<file path="config.mk">
export PLATFORM = sky130hd
export DESIGN_NAME = usb_control_request_engine
export DESIGN_NICKNAME = d
export VERILOG_FILES = /design/src/rtl/ucre_pkg.sv /design/src/rtl/ucre_ctrl.sv /design/src/rtl/ucre_dp.sv /design/src/rtl/usb_control_request_engine.sv
export SDC_FILE = /design/constraint.sdc
export NUM_CORES = 1
export LEC_CHECK = 0
export BUFFER_PORTS_ARGS = -buffer_cell sky130_fd_sc_hd__buf_2
export CAP_MARGIN = 15
export CELL_PAD_IN_SITES_DETAIL_PLACEMENT = 0
export CELL_PAD_IN_SITES_GLOBAL_PLACEMENT = 1
export CORE_ASPECT_RATIO = 0.7
export CORE_MARGIN = 2
export CORE_UTILIZATION = 43
export DETAILED_ROUTE_END_ITERATION = 8
export MAX_ROUTING_LAYER = met4
export PLACE_DENSITY = 0.85
export SLEW_MARGIN = 20
export SYNTH_ARGS = -nofsm -noshare
export SYNTH_HDL_FRONTEND = slang
export SYNTH_HIERARCHICAL = 1
export SYNTH_SLANG_ARGS = --single-unit
</file>
<file path="constraint.sdc">
create_clock -name clk -period 6.4 [get_ports clk]
set_input_delay 0.96 -clock clk [delete_from_list [all_inputs] [get_ports clk]]
set_output_delay 0.96 -clock clk [all_outputs]
set_load 0.005 [all_outputs]
</file>
<file path="src/rtl/ucre_pkg.sv">
// Shared types, codes and descriptor table for the USB control request engine.
package ucre_pkg;

  localparam int CONTROL_PACKET_BYTES = 16;
  localparam int DESCRIPTOR_ENTRIES   = 6;
  localparam int TABLE_SIZE           = 6;
  localparam int MAX_RESULTS          = 16;
  localparam int DESC_SEARCH =
    (DESCRIPTOR_ENTRIES < TABLE_SIZE) ? DESCRIPTOR_ENTRIES : TABLE_SIZE;
  localparam int PKT_W = $clog2(CONTROL_PACKET_BYTES + 1);
  localparam int K_W   = $clog2(MAX_RESULTS);
  localparam int ADDR_W = 4;

  localparam logic [K_W-1:0]   LAST_K   = K_W'(MAX_RESULTS - 1);
  localparam logic [PKT_W-1:0] PKT_FULL = PKT_W'(CONTROL_PACKET_BYTES);

  typedef enum logic [2:0] {
    OP_SETUP     = 3'd0,
    OP_SOF       = 3'd1,
    OP_BUS_RESET = 3'd2,
    OP_TX_BYTE   = 3'd3,
    OP_FLUSH     = 3'd4
  } opcode_t;

  typedef enum logic [3:0] {
    ACT_STALL        = 4'd0,
    ACT_DESC_PACKET  = 4'd1,
    ACT_SET_ADDRESS  = 4'd2,
    ACT_SET_CONFIG   = 4'd3,
    ACT_SEND_CONFIG  = 4'd4,
    ACT_SEND_LINE    = 4'd5,
    ACT_RECV_LINE    = 4'd6,
    ACT_LINES_ACK    = 4'd7,
    ACT_STATUS_ZERO  = 4'd8,
    ACT_RELEASE_BANK = 4'd9
  } action_t;

  localparam logic [7:0] REQ_GET_STATUS      = 8'h00;
  localparam logic [7:0] REQ_SET_ADDRESS     = 8'h05;
  localparam logic [7:0] REQ_GET_DESCRIPTOR  = 8'h06;
  localparam logic [7:0] REQ_GET_CONFIG      = 8'h08;
  localparam logic [7:0] REQ_SET_CONFIG      = 8'h09;
  localparam logic [7:0] REQ_SET_LINE_CODING = 8'h20;
  localparam logic [7:0] REQ_GET_LINE_CODING = 8'h21;
  localparam logic [7:0] REQ_SET_CTRL_LINES  = 8'h22;

  localparam logic [7:0] TYPE_STD_OUT   = 8'h00;
  localparam logic [7:0] TYPE_STD_IN    = 8'h80;
  localparam logic [7:0] TYPE_CLASS_IN  = 8'ha1;
  localparam logic [7:0] TYPE_CLASS_OUT = 8'h21;

  localparam logic [1:0] REG_FLUSH_TIMEOUT = 2'd0;
  localparam logic [1:0] REG_MANUF_LEN     = 2'd1;
  localparam logic [1:0] REG_PRODUCT_LEN   = 2'd2;
  localparam logic [1:0] REG_SERIAL_LEN    = 2'd3;

  localparam logic [7:0] DEVICE_DESC_LEN = 8'd18;
  localparam logic [7:0] CONFIG_DESC_LEN = 8'd67;
  localparam logic [7:0] LANG_DESC_LEN   = 8'd4;
  localparam logic [7:0] MAX_XFER_LEN    = 8'd255;

  localparam logic [15:0] DESC_VALUE [TABLE_SIZE] =
    '{16'h0100, 16'h0200, 16'h0300, 16'h0301, 16'h0302, 16'h0303};
  localparam logic [15:0] DESC_INDEX [TABLE_SIZE] =
    '{16'h0000, 16'h0000, 16'h0000, 16'h0409, 16'h0409, 16'h0409};

  typedef struct packed {
    logic load;
    logic emit;
  } cmd_t;

  typedef struct packed {
    logic has_result;
    logic fin;
  } status_t;

endpackage

</file>
<file path="src/rtl/ucre_ctrl.sv">
// Controller state machine: accepts requests and sequences result transfers.
module ucre_ctrl (
  input  logic             clk,
  input  logic             rst,
  input  logic             in_valid,
  output logic             in_stall,
  output logic             out_valid,
  input  logic             out_stall,
  input  ucre_pkg::status_t status,
  output ucre_pkg::cmd_t   cmd
);
  import ucre_pkg::*;

  typedef enum logic {
    IDLE,
    EMIT
  } state_t;

  state_t state;

  assign in_stall = (state != IDLE);
  assign cmd.load = in_valid && (state == IDLE);
  assign cmd.emit = (state == EMIT) && (!out_valid || !out_stall);

  always_ff @(posedge clk) begin
    if (rst) begin
      state     <= IDLE;
      out_valid <= 1'b0;
    end else begin
      unique case (state)
        IDLE: begin
          if (cmd.load && status.has_result) begin
            state <= EMIT;
          end
        end
        EMIT: begin
          if (cmd.emit && status.fin) begin
            state <= IDLE;
          end
        end
        default: state <= IDLE;
      endcase
      if (cmd.emit) begin
        out_valid <= 1'b1;
      end else if (!out_stall) begin
        out_valid <= 1'b0;
      end
    end
  end

  a_run_continues: assert property (@(posedge clk) disable iff (rst)
    cmd.emit && !status.fin |=> state == EMIT)
    else $error("packet run ended early");

  a_no_result_idle: assert property (@(posedge clk) disable iff (rst)
    cmd.load && !status.has_result |=> state == IDLE && $stable(out_valid) || !out_valid)
    else $error("item without result started a run");

  a_held_result: assert property (@(posedge clk) disable iff (rst)
    out_valid && out_stall |=> out_valid)
    else $error("stalled result dropped");

endmodule

</file>
<file path="src/rtl/ucre_dp.sv">
// Datapath: registers, request decode, packet run arithmetic and result register.
module ucre_dp (
  input  logic              clk,
  input  logic              rst,
  input  ucre_pkg::cmd_t    cmd,
  output ucre_pkg::status_t status,
  input  logic              psel,
  input  logic              penable,
  input  logic              pwrite,
  input  logic [ucre_pkg::ADDR_W-1:0] paddr,
  input  logic [31:0]       pwdata,
  output logic [31:0]       prdata,
  output logic              pready,
  input  logic [2:0]        opcode,
  input  logic [7:0]        request_type,
  input  logic [7:0]        request_code,
  input  logic [15:0]       request_value,
  input  logic [15:0]       request_index,
  input  logic [15:0]       request_length,
  output logic [3:0]        action,
  output logic [2:0]        descriptor_select,
  output logic [7:0]        packet_offset,
  output logic [4:0]        packet_bytes,
  output logic [6:0]        device_address,
  output logic [7:0]        config_value,
  output logic [7:0]        control_lines,
  output logic              last
);
  import ucre_pkg::*;

  logic [7:0] flush_timeout;
  logic [7:0] manuf_len;
  logic [7:0] product_len;
  logic [7:0] serial_len;
  logic [7:0] configuration;
  logic [7:0] line_control;
  logic [7:0] flush_countdown;

  action_t        act_q;
  logic [2:0]     sel_q;
  logic [6:0]     addr_q;
  logic [7:0]     rem_q;
  logic [7:0]     off_q;
  logic [K_W-1:0] k_q;
  logic           is_desc_q;

  logic       hit;
  logic [2:0] found;
  logic [7:0] entry_len;
  logic [7:0] req_len;
  logic [7:0] run_len;
  action_t    act_d;
  logic       has_res;

  logic [PKT_W-1:0] pkt_n;
  logic [7:0]       rem_next;
  logic             fin;

  logic cfg_write;

  assign pready    = 1'b1;
  assign cfg_write = psel && penable && pwrite;

  always_comb begin
    unique case (paddr[3:2])
      REG_FLUSH_TIMEOUT: prdata = {24'd0, flush_timeout};
      REG_MANUF_LEN:     prdata = {24'd0, manuf_len};
      REG_PRODUCT_LEN:   prdata = {24'd0, product_len};
      REG_SERIAL_LEN:    prdata = {24'd0, serial_len};
      default:           prdata = 32'd0;
    endcase
  end

  always_comb begin
    hit   = 1'b0;
    found = 3'd0;
    for (int e = DESC_SEARCH - 1; e >= 0; e--) begin
      if (DESC_VALUE[e] == request_value && DESC_INDEX[e] == request_index) begin
        hit   = 1'b1;
        found = 3'(e);
      end
    end
  end

  always_comb begin
    unique case (found)
      3'd0:    entry_len = DEVICE_DESC_LEN;
      3'd1:    entry_len = CONFIG_DESC_LEN;
      3'd2:    entry_len = LANG_DESC_LEN;
      3'd3:    entry_len = manuf_len;
      3'd4:    entry_len = product_len;
      default: entry_len = serial_len;
    endcase
    req_len = (request_length[15:8] != 8'd0) ? MAX_XFER_LEN : request_length[7:0];
    run_len = (req_len > entry_len) ? entry_len : req_len;
  end

  always_comb begin
    act_d   = ACT_STALL;
    has_res = 1'b0;
    unique case (opcode)
      OP_SETUP: begin
        has_res = 1'b1;
        if (request_code == REQ_GET_DESCRIPTOR) begin
          act_d = hit ? ACT_DESC_PACKET : ACT_STALL;
        end else if (request_code == REQ_SET_ADDRESS) begin
          act_d = ACT_SET_ADDRESS;
        end else if (request_code == REQ_SET_CONFIG && request_type == TYPE_STD_OUT) begin
          act_d = ACT_SET_CONFIG;
        end else if (request_code == REQ_GET_CONFIG && request_type == TYPE_STD_IN) begin
          act_d = ACT_SEND_CONFIG;
        end else if (request_code == REQ_GET_LINE_CODING && request_type == TYPE_CLASS_IN) begin
          act_d = ACT_SEND_LINE;
        end else if (request_code == REQ_SET_LINE_CODING && request_type == TYPE_CLASS_OUT) begin
          act_d = ACT_RECV_LINE;
        end else if (request_code == REQ_SET_CTRL_LINES && request_type == TYPE_CLASS_OUT) begin
          act_d = ACT_LINES_ACK;
        end else if (request_code == REQ_GET_STATUS) begin
          act_d = ACT_STATUS_ZERO;
        end
      end
      OP_SOF: begin
        act_d   = ACT_RELEASE_BANK;
        has_res = (configuration != 8'd0) && (flush_countdown == 8'd1);
      end
      OP_FLUSH: begin
        act_d   = ACT_RELEASE_BANK;
        has_res = (flush_countdown != 8'd0);
      end
      default: begin
        act_d   = ACT_STALL;
        has_res = 1'b0;
      end
    endcase
  end

  assign status.has_result = has_res;

  assign pkt_n    = (rem_q < 8'(CONTROL_PACKET_BYTES)) ? PKT_W'(rem_q) : PKT_FULL;
  assign rem_next = rem_q - 8'(pkt_n);
  assign fin      = !is_desc_q || (rem_next == 8'd0 && pkt_n != PKT_FULL) || k_q == LAST_K;
  assign status.fin = fin;

  always_ff @(posedge clk) begin
    if (rst) begin
      flush_timeout   <= 8'd5;
      manuf_len       <= 8'd2;
      product_len     <= 8'd2;
      serial_len      <= 8'd2;
      configuration   <= 8'd0;
      line_control    <= 8'd0;
      flush_countdown <= 8'd0;
    end else begin
      if (cfg_write) begin
        unique case (paddr[3:2])
          REG_FLUSH_TIMEOUT: flush_timeout <= pwdata[7:0];
          REG_MANUF_LEN:     manuf_len     <= pwdata[7:0];
          REG_PRODUCT_LEN:   product_len   <= pwdata[7:0];
          REG_SERIAL_LEN:    serial_len    <= pwdata[7:0];
          default:           flush_timeout <= flush_timeout;
        endcase
      end
      if (cmd.load) begin
        unique case (opcode)
          OP_SETUP: begin
            if (act_d == ACT_SET_CONFIG) begin
              configuration   <= request_value[7:0];
              line_control    <= 8'd0;
              flush_countdown <= 8'd0;
            end else if (act_d == ACT_LINES_ACK) begin
              line_control <= request_value[7:0];
            end
          end
          OP_SOF: begin
            if (configuration != 8'd0 && flush_countdown != 8'd0) begin
              flush_countdown <= flush_countdown - 8'd1;
            end
          end
          OP_BUS_RESET: begin
            configuration <= 8'd0;
            line_control  <= 8'd0;
          end
          OP_TX_BYTE: begin
            if (configuration != 8'd0) begin
              flush_countdown <= flush_timeout;
            end
          end
          OP_FLUSH: flush_countdown <= 8'd0;
          default:  flush_countdown <= flush_countdown;
        endcase
      end
    end
  end

  always_ff @(posedge clk) begin
    if (cmd.load) begin
      act_q     <= act_d;
      is_desc_q <= (act_d == ACT_DESC_PACKET);
      sel_q     <= (act_d == ACT_DESC_PACKET) ? found : 3'd0;
      rem_q     <= (act_d == ACT_DESC_PACKET) ? run_len : 8'd0;
      addr_q    <= (act_d == ACT_SET_ADDRESS) ? request_value[6:0] : 7'd0;
      off_q     <= 8'd0;
      k_q       <= '0;
    end else if (cmd.emit) begin
      rem_q <= rem_next;
      off_q <= off_q + 8'(pkt_n);
      k_q   <= k_q + K_W'(1);
    end
    if (cmd.emit) begin
      action            <= act_q;
      descriptor_select <= sel_q;
      packet_offset     <= off_q;
      packet_bytes      <= 5'(pkt_n);
      device_address    <= addr_q;
      config_value      <= configuration;
      control_lines     <= line_control;
      last              <= fin;
    end
  end

  a_pkt_size: assert property (@(posedge clk) disable iff (rst)
    cmd.emit |=> packet_bytes <= 5'(CONTROL_PACKET_BYTES))
    else $error("packet larger than control endpoint size");

endmodule

</file>
<file path="src/rtl/usb_control_request_engine.sv">
// Top level of the USB control request engine for a CDC serial device.
//
//   channel   handshake             contents
//   in        in_valid / in_stall   opcode and SETUP packet words
//   out       out_valid / out_stall action, descriptor packet, address, state
//   config    APB psel/penable      flush timeout and string lengths
//
// An item is taken while in_stall is low; each result is then loaded into the
// output register when it is free, one per descriptor packet, up to 16 packets.
// Items without results finish in the acceptance cycle. The output register
// lets a new item enter while the last result waits. Reset is synchronous and
// restores the register defaults and clears configuration, lines and timer.
module usb_control_request_engine (
  input  logic        clk,
  input  logic        rst,
  input  logic        psel,
  input  logic        penable,
  input  logic        pwrite,
  input  logic [ucre_pkg::ADDR_W-1:0] paddr,
  input  logic [31:0] pwdata,
  output logic [31:0] prdata,
  output logic        pready,
  input  logic        in_valid,
  output logic        in_stall,
  input  logic [2:0]  opcode,
  input  logic [7:0]  request_type,
  input  logic [7:0]  request_code,
  input  logic [15:0] request_value,
  input  logic [15:0] request_index,
  input  logic [15:0] request_length,
  output logic        out_valid,
  input  logic        out_stall,
  output logic [3:0]  action,
  output logic [2:0]  descriptor_select,
  output logic [7:0]  packet_offset,
  output logic [4:0]  packet_bytes,
  output logic [6:0]  device_address,
  output logic [7:0]  config_value,
  output logic [7:0]  control_lines,
  output logic        last
);
  import ucre_pkg::*;

  cmd_t    cmd;
  status_t status;

  ucre_ctrl u_ctrl (
    .clk       (clk),
    .rst       (rst),
    .in_valid  (in_valid),
    .in_stall  (in_stall),
    .out_valid (out_valid),
    .out_stall (out_stall),
    .status    (status),
    .cmd       (cmd)
  );

  ucre_dp u_dp (
    .clk               (clk),
    .rst               (rst),
    .cmd               (cmd),
    .status            (status),
    .psel              (psel),
    .penable           (penable),
    .pwrite            (pwrite),
    .paddr             (paddr),
    .pwdata            (pwdata),
    .prdata            (prdata),
    .pready            (pready),
    .opcode            (opcode),
    .request_type      (request_type),
    .request_code      (request_code),
    .request_value     (request_value),
    .request_index     (request_index),
    .request_length    (request_length),
    .action            (action),
    .descriptor_select (descriptor_select),
    .packet_offset     (packet_offset),
    .packet_bytes      (packet_bytes),
    .device_address    (device_address),
    .config_value      (config_value),
    .control_lines     (control_lines),
    .last              (last)
  );

endmodule
</file>
-- After elaboration in Yosys (flattened, before gate mapping)
Cells that the tools add are included.
- $add $sub $neg: 4
- $lt $le $gt $ge: 2
- equal/unequal tests: 40
- muxes and demuxes: 45
- bitwise gates (word level): 1
- reductions and logical operators: 47
- operators by type and width (operator ; count):
    $pmux W32 S4 ; 1
    $mux W8 ; 11
    $eq A10 B16 Y1 const A ; 5
    $pmux W8 S5 ; 1
    $eq A8 B6 Y1 const B ; 4
    $mux W4 ; 8
    $pmux W8 S2 ; 2
    $pmux W8 S4 ; 1
    $logic_not A8 Y1 ; 3
    $reduce_bool A8 Y1 ; 3
    $logic_and A1 B1 Y1 ; 20
    $mux W3 ; 6
    $eq A11 B16 Y1 const A ; 1
    $eq A8 B3 Y1 const B ; 2
    $eq A8 B4 Y1 const B ; 2
    $eq A8 B8 Y1 const B ; 2
    $eq A9 B16 Y1 const A ; 1
    $logic_not A16 Y1 ; 1
    $eq A3 B2 Y1 const B ; 4
    $mux W1 ; 11
    $add A8 B5 Y8 ; 1
    $eq A4 B2 Y1 const B ; 2
    $eq A8 B1 Y1 const B ; 1
    $gt A8 B8 Y1 ; 1
    other kinds (29) ; 45
- bits in registers: 137
- word-level logic and storage cells: 163

-- Logic depth before layout (Yosys ltp)
- word-level depth: 15
- depth in mapped cells: 13

-- Cells and area by module
The synthesis kept the hierarchy.
- by module, submodules not included (module ; times used ; cells each ; area each (µm²) ; sequential area each (µm²)):
    ucre_dp ; 1 ; 635 ; 6726.5 ; 3373.2
    ucre_ctrl ; 1 ; 9 ; 82.6 ; 40.0

-- Worst setup path after synthesis
No wires, ideal clock.
- path type: input port to flip-flop
- from: input port request_value[7]
- to: register u_dp.rem_q[2], data pin
- library setup time: 0.152 ns
- data arrival time: 3.630 ns
- data required time: 6.248 ns
- setup slack: 2.619 ns
- stages on the path: 13
- buffers on the path: 1
- path through: nor4_1 -> nand4_1 -> or2_2 -> clkbuf_1 -> nor3b_1 -> inv_1 -> ha_1 -> a21o_1 -> a21oi_1 -> a21oi_1 -> o22ai_2 -> mux2_2 -> o22ai_2
- word-level cells in the longest chain between the ends: 14
- elaborated cells between the ends (all ways): 38
- RTL lines (element ; RTL line ; text):
    start, declared ; usb_control_request_engine.sv:28 ; input logic [15:0] request_value,
    $eq A10 B16 Y1 ; ucre_dp.sv:78 ; if (DESC_VALUE[e] == request_value && DESC_INDEX[e] == request_index) begin
    $logic_and A1 B1 Y1 ; ucre_dp.sv:78 ;
    $mux W3 or $mux W1 (tied branches) (6 in series) ; ucre_dp.sv:78 ;
    $eq A3 B3 Y1 (tied with other cells) ; ucre_dp.sv:86 ; unique case (found)
    $pmux W8 S5 or $mux W4 (tied branches) ; ucre_dp.sv:86, ucre_dp.sv:104 ;
    $gt A8 B8 Y1 or $pmux W4 S2 (tied branches) ; ucre_dp.sv:95, ucre_dp.sv:101 ;
    $mux W8 or $eq A4 B1 Y1 (tied branches) ; ucre_dp.sv:95, ucre_dp.sv:200 ;
    $mux W8 (*) ; ucre_dp.sv:200 ; rem_q <= (act_d == ACT_DESC_PACKET) ? run_len : 8'd0;
    $mux W8 (*) ; ucre_dp.sv:196 ; if (cmd.load) begin
    end signal, assigned ; ucre_dp.sv:200 ;
    end signal, assigned ; ucre_dp.sv:205 ; rem_q <= rem_next;
    end, declared ; ucre_dp.sv:42 ; logic [7:0] rem_q;
Every way passes the cells marked *; elsewhere a longest branch is shown, timed or not.
A chain may end at the register's enable or synchronous reset.

-- Worst setup path after layout
- from: input port request_value[0]
- to: register u_dp.rem_q[5], data pin
Same word-level chain as after synthesis.

==> out/summary.json <==
{
  "logic_synthesis": {
    "synth-main-ff-cell": "sky130_fd_sc_hd__dfxtp_1",
    "synth_area_per_cell_um2": 10.6,
    "netlist_instances": 644,
    "ys_seq_elements": 137,
    "async_reset_ff_frac": 0,
    "synth_warn": 6,
    "netlist.top_cell.by_area": "sky130_fd_sc_hd__edfxtp_1",
    "yosys.cell_count.top_type": "sky130_fd_sc_hd__nor2_1",
    "number_of_flops_mapped_to_enable_cells_by_yosys": 67,
    "synth_area_um2": 6810,
    "synth_top_cell_area_share": 0.295,
    "synth_cell_type_count": 71,
    "synth_commonest_cells": "sky130_fd_sc_hd__nor2_1 (75), sky130_fd_sc_hd__dfxtp_1 (70), sky130_fd_sc_hd__edfxtp_1 (67)",
    "synth-seq-area-share": 0.501,
    "post_synth_main_area_contributors": "sky130_fd_sc_hd__edfxtp_1 (30%), sky130_fd_sc_hd__dfxtp_1 (21%), sky130_fd_sc_hd__mux2i_1 (7.4%), sky130_fd_sc_hd__nor2_1 (4.1%), sky130_fd_sc_hd__ha_1 (3.1%)"
  },
  "route": {
    "topRoutingLayerUsed": "met4",
    "avgViaCountPerCell": 5.46,
    "final_antenna_net_count": 0,
    "wl_per_cell_um": 17.2,
    "first_pass_iters": 5,
    "drc": 0,
    "post_route_met1_wirelength_mm": 7.93,
    "dr_total_vias": 5426,
    "drt-initial-drc-count": 490,
    "met2_length_mm": 7.66,
    "wl_met3_mm": 1.32,
    "routed_wl_mm": 17.1
  },
  "clock_tree": {
    "cts_setup_buffers": 0,
    "cts.path.max_buffers": 2,
    "clock_latency_ps": 420,
    "cts_num_sinks": 137,
    "clk_transition_reported_paths_ps": 60,
    "clock_tree_from_tritoncts": "built",
    "ctsResizeCount": 0,
    "ctsHtreeMaxLevel": 4,
    "number_of_hold_buffers_added_after_cts": 0,
    "inserted_clock_buffers": 17,
    "clk_root_buffer_cell": "sky130_fd_sc_hd__clkbuf_16"
  },
  "layout": {
    "diodes": 0,
    "share_of_the_core_filled_with_cells": 0.528,
    "layout-drive-gt1-share": 0.259,
    "num-fill-cells": 1367,
    "final_nets": 908,
    "areaGrowthSynthToFinish_pct": 20.2
  },
  "pwr": {
    "power.static_leakage_nw": 3.34,
    "total_power_mw": 2.17,
    "share_clk_of_total_power": 0.469,
    "max-vdd-ir-drop_mv": 0.195,
    "power-per-cell-area_nw_per_um2": 265,
    "power_frac_seq": 0.447,
    "internal_power_mw": 1.65,
    "p_sw_frac": 0.241,
    "switching_power_mw": 0.522,
    "power.combinational.fraction": 0.084
  },
  "global_routing": {
    "grt_overflow_total": 0,
    "grt_pass1_vias": 5213,
    "grt_pass1_wl_mm": 27.0,
    "grt.total_usage": 0.214,
    "antenna_found_initial": 0,
    "pin_count_of_the_biggest_net_entering_global_routing": 55
  },
  "job": {
    "max_cap_violations": 0
  },
  "timing": {
    "max_clock_freq_ghz": 0.245,
    "rsz0062_at_grt": "no",
    "report.final.hold_viol_count": 0,
    "final.setup_skew_ps": 11.5,
    "post-route-period-util": 0.639,
    "final_critical_path_setup_slack_ps": 2310,
    "relSlewSlack": 0.311,
    "maxSlewViolCount": 0,
    "finalWorstPathRequiredPeriod_ps": 4090,
    "setup-tns-final_ps": 0,
    "worst_pin_slew_ps": 1030,
    "finalSetupViolations": 0
  },
  "placed_design": {
    "gp_congestion": 0.905,
    "dp_hpwl_mm": 12.6,
    "port-buffer-count": 137,
    "dpl_worst_slack_ps": 1930
  },
  "worst_setup_path": {
    "kind_of_launch_point_of_the_worst_setup_path": "primary input",
    "setup.reg_to_reg.worst_slack_ps": 3460,
    "data_arrival_time_at_the_worst_slack_endpoint_ps": 4220,
    "critPathKind": "in -> reg",
    "critical_path.max_fanout": 15,
    "crit_path_end_kind": "flip-flop",
    "critical_path_required_ps": 6530
  },
  "min_path": {
    "min_path_type": "reg -> reg"
  },
  "die": {
    "initial_utilization": 0.439,
    "io_pins": 189,
    "die-area_um2": 16900,
    "die_height_um": 109,
    "core-area_um2": 15500,
    "fp.dieW_um": 154,
    "number_of_standard_cell_rows_in_the_floorplan": 38
  },
  "outcome": {
    "status": "completed"
  }
}
cell type report:
type                    count  area (um2)  area share
flip-flops and latches    137        3410       0.417
multi-input cells         460        3120       0.381
repair buffers            139         701      0.0856
clock buffers              18         429      0.0524
well taps                 200         250      0.0306
clock inverters            14         185      0.0226
inverters                  25        93.8      0.0115
layout by cell type (no fill, tap or decap), types with 6 or more instances in the layout:
master	instances
sky130_fd_sc_hd__nor3_1	14
sky130_fd_sc_hd__dfxtp_1	70
sky130_fd_sc_hd__buf_2	137
sky130_fd_sc_hd__and2_1	12
sky130_fd_sc_hd__a211oi_1	8
sky130_fd_sc_hd__nor2_1	75
sky130_fd_sc_hd__xor2_1	6
sky130_fd_sc_hd__nand3_1	15
sky130_fd_sc_hd__ha_1	17
sky130_fd_sc_hd__a21oi_1	24
sky130_fd_sc_hd__edfxtp_1	67
sky130_fd_sc_hd__o21ai_0	18
sky130_fd_sc_hd__mux2i_1	50
sky130_fd_sc_hd__conb_1	26
sky130_fd_sc_hd__or3_1	6
sky130_fd_sc_hd__nor4_1	14
sky130_fd_sc_hd__clkbuf_16	17
sky130_fd_sc_hd__inv_1	23
sky130_fd_sc_hd__nand2_1	44
sky130_fd_sc_hd__mux4_2	8
sky130_fd_sc_hd__or2_2	10
sky130_fd_sc_hd__a22o_1	11
sky130_fd_sc_hd__nand4_1	6
layer usage:
metal  vias up  global-route usage
li1       2602                   -
met1      2566               0.282
met2       244               0.330
met3        14              0.0584
met4         0              0.0529
met5         -                   -
power by group through the flow:
stage	clock network, mW	registers [mW]	logic [mW]
4_1_cts	1.03	0.969	0.181
2_1_floorplan	0	0.983	0.118
3_5_place_dp	0	0.988	0.180
6_report	1.02	0.969	0.182
5_1_grt	1.07	0.974	0.202
3_3_place_gp	0	0.987	0.175
cell families (layout without fill, tap and decap cells):
family,after synthesis,in the layout,share of synthesized area
adders and majority gates,18,18,0.0342
buffers and inverters,71,196,0.0544
muxes,62,62,0.107
xor gates and xnor gates,9,9,0.0116
AOI/OAI and AO/OA,107,107,0.110
and+or+nand+nor,238,238,0.181
other,2,26,0.00110
DFF,137,137,0.501
final timing paths:
| kind | from | endpoint | cells after the start |
|---|---|---|---|
| worst min-delay path | u_dp/sel_q[2]$_SDFFCE_PN0P_ | u_dp/descriptor_select[2]$_DFFE_PP_ | 0 |
| worst max register to register | u_dp/manuf_len[4]$_SDFFE_PP0P_ | u_dp/rem_q[5]$_DFFE_PP_ | 12 |
| worst max-delay path | request_value[0] | u_dp/rem_q[5]$_DFFE_PP_ | 13 |
| worst min register to register | u_dp/sel_q[2]$_SDFFCE_PN0P_ | u_dp/descriptor_select[2]$_DFFE_PP_ | 0 |
through the flow:
stage	instance area [um2]	hold WS (ps)	cells
finish	8190	415	993
global route	8190	419	993
CTS	8190	418	993
detailed placement	7570	409	961
global placement	7570	408	961
floorplan	6900	400	668
worst max-delay path, stage by stage:
cell	delay, ps
sky130_fd_sc_hd__buf_2	230
sky130_fd_sc_hd__nor4_1	380
sky130_fd_sc_hd__a32oi_1	280
sky130_fd_sc_hd__nor3_1	450
sky130_fd_sc_hd__o21ai_0	220
sky130_fd_sc_hd__a21oi_1	170
sky130_fd_sc_hd__nor2_1	60
sky130_fd_sc_hd__ha_1	300
sky130_fd_sc_hd__a21o_1	160
sky130_fd_sc_hd__a21o_1	180
sky130_fd_sc_hd__o22ai_2	390
sky130_fd_sc_hd__mux2i_1	320
sky130_fd_sc_hd__o22ai_1	110
No activity file was read; power rests on OpenSTA's default activity.
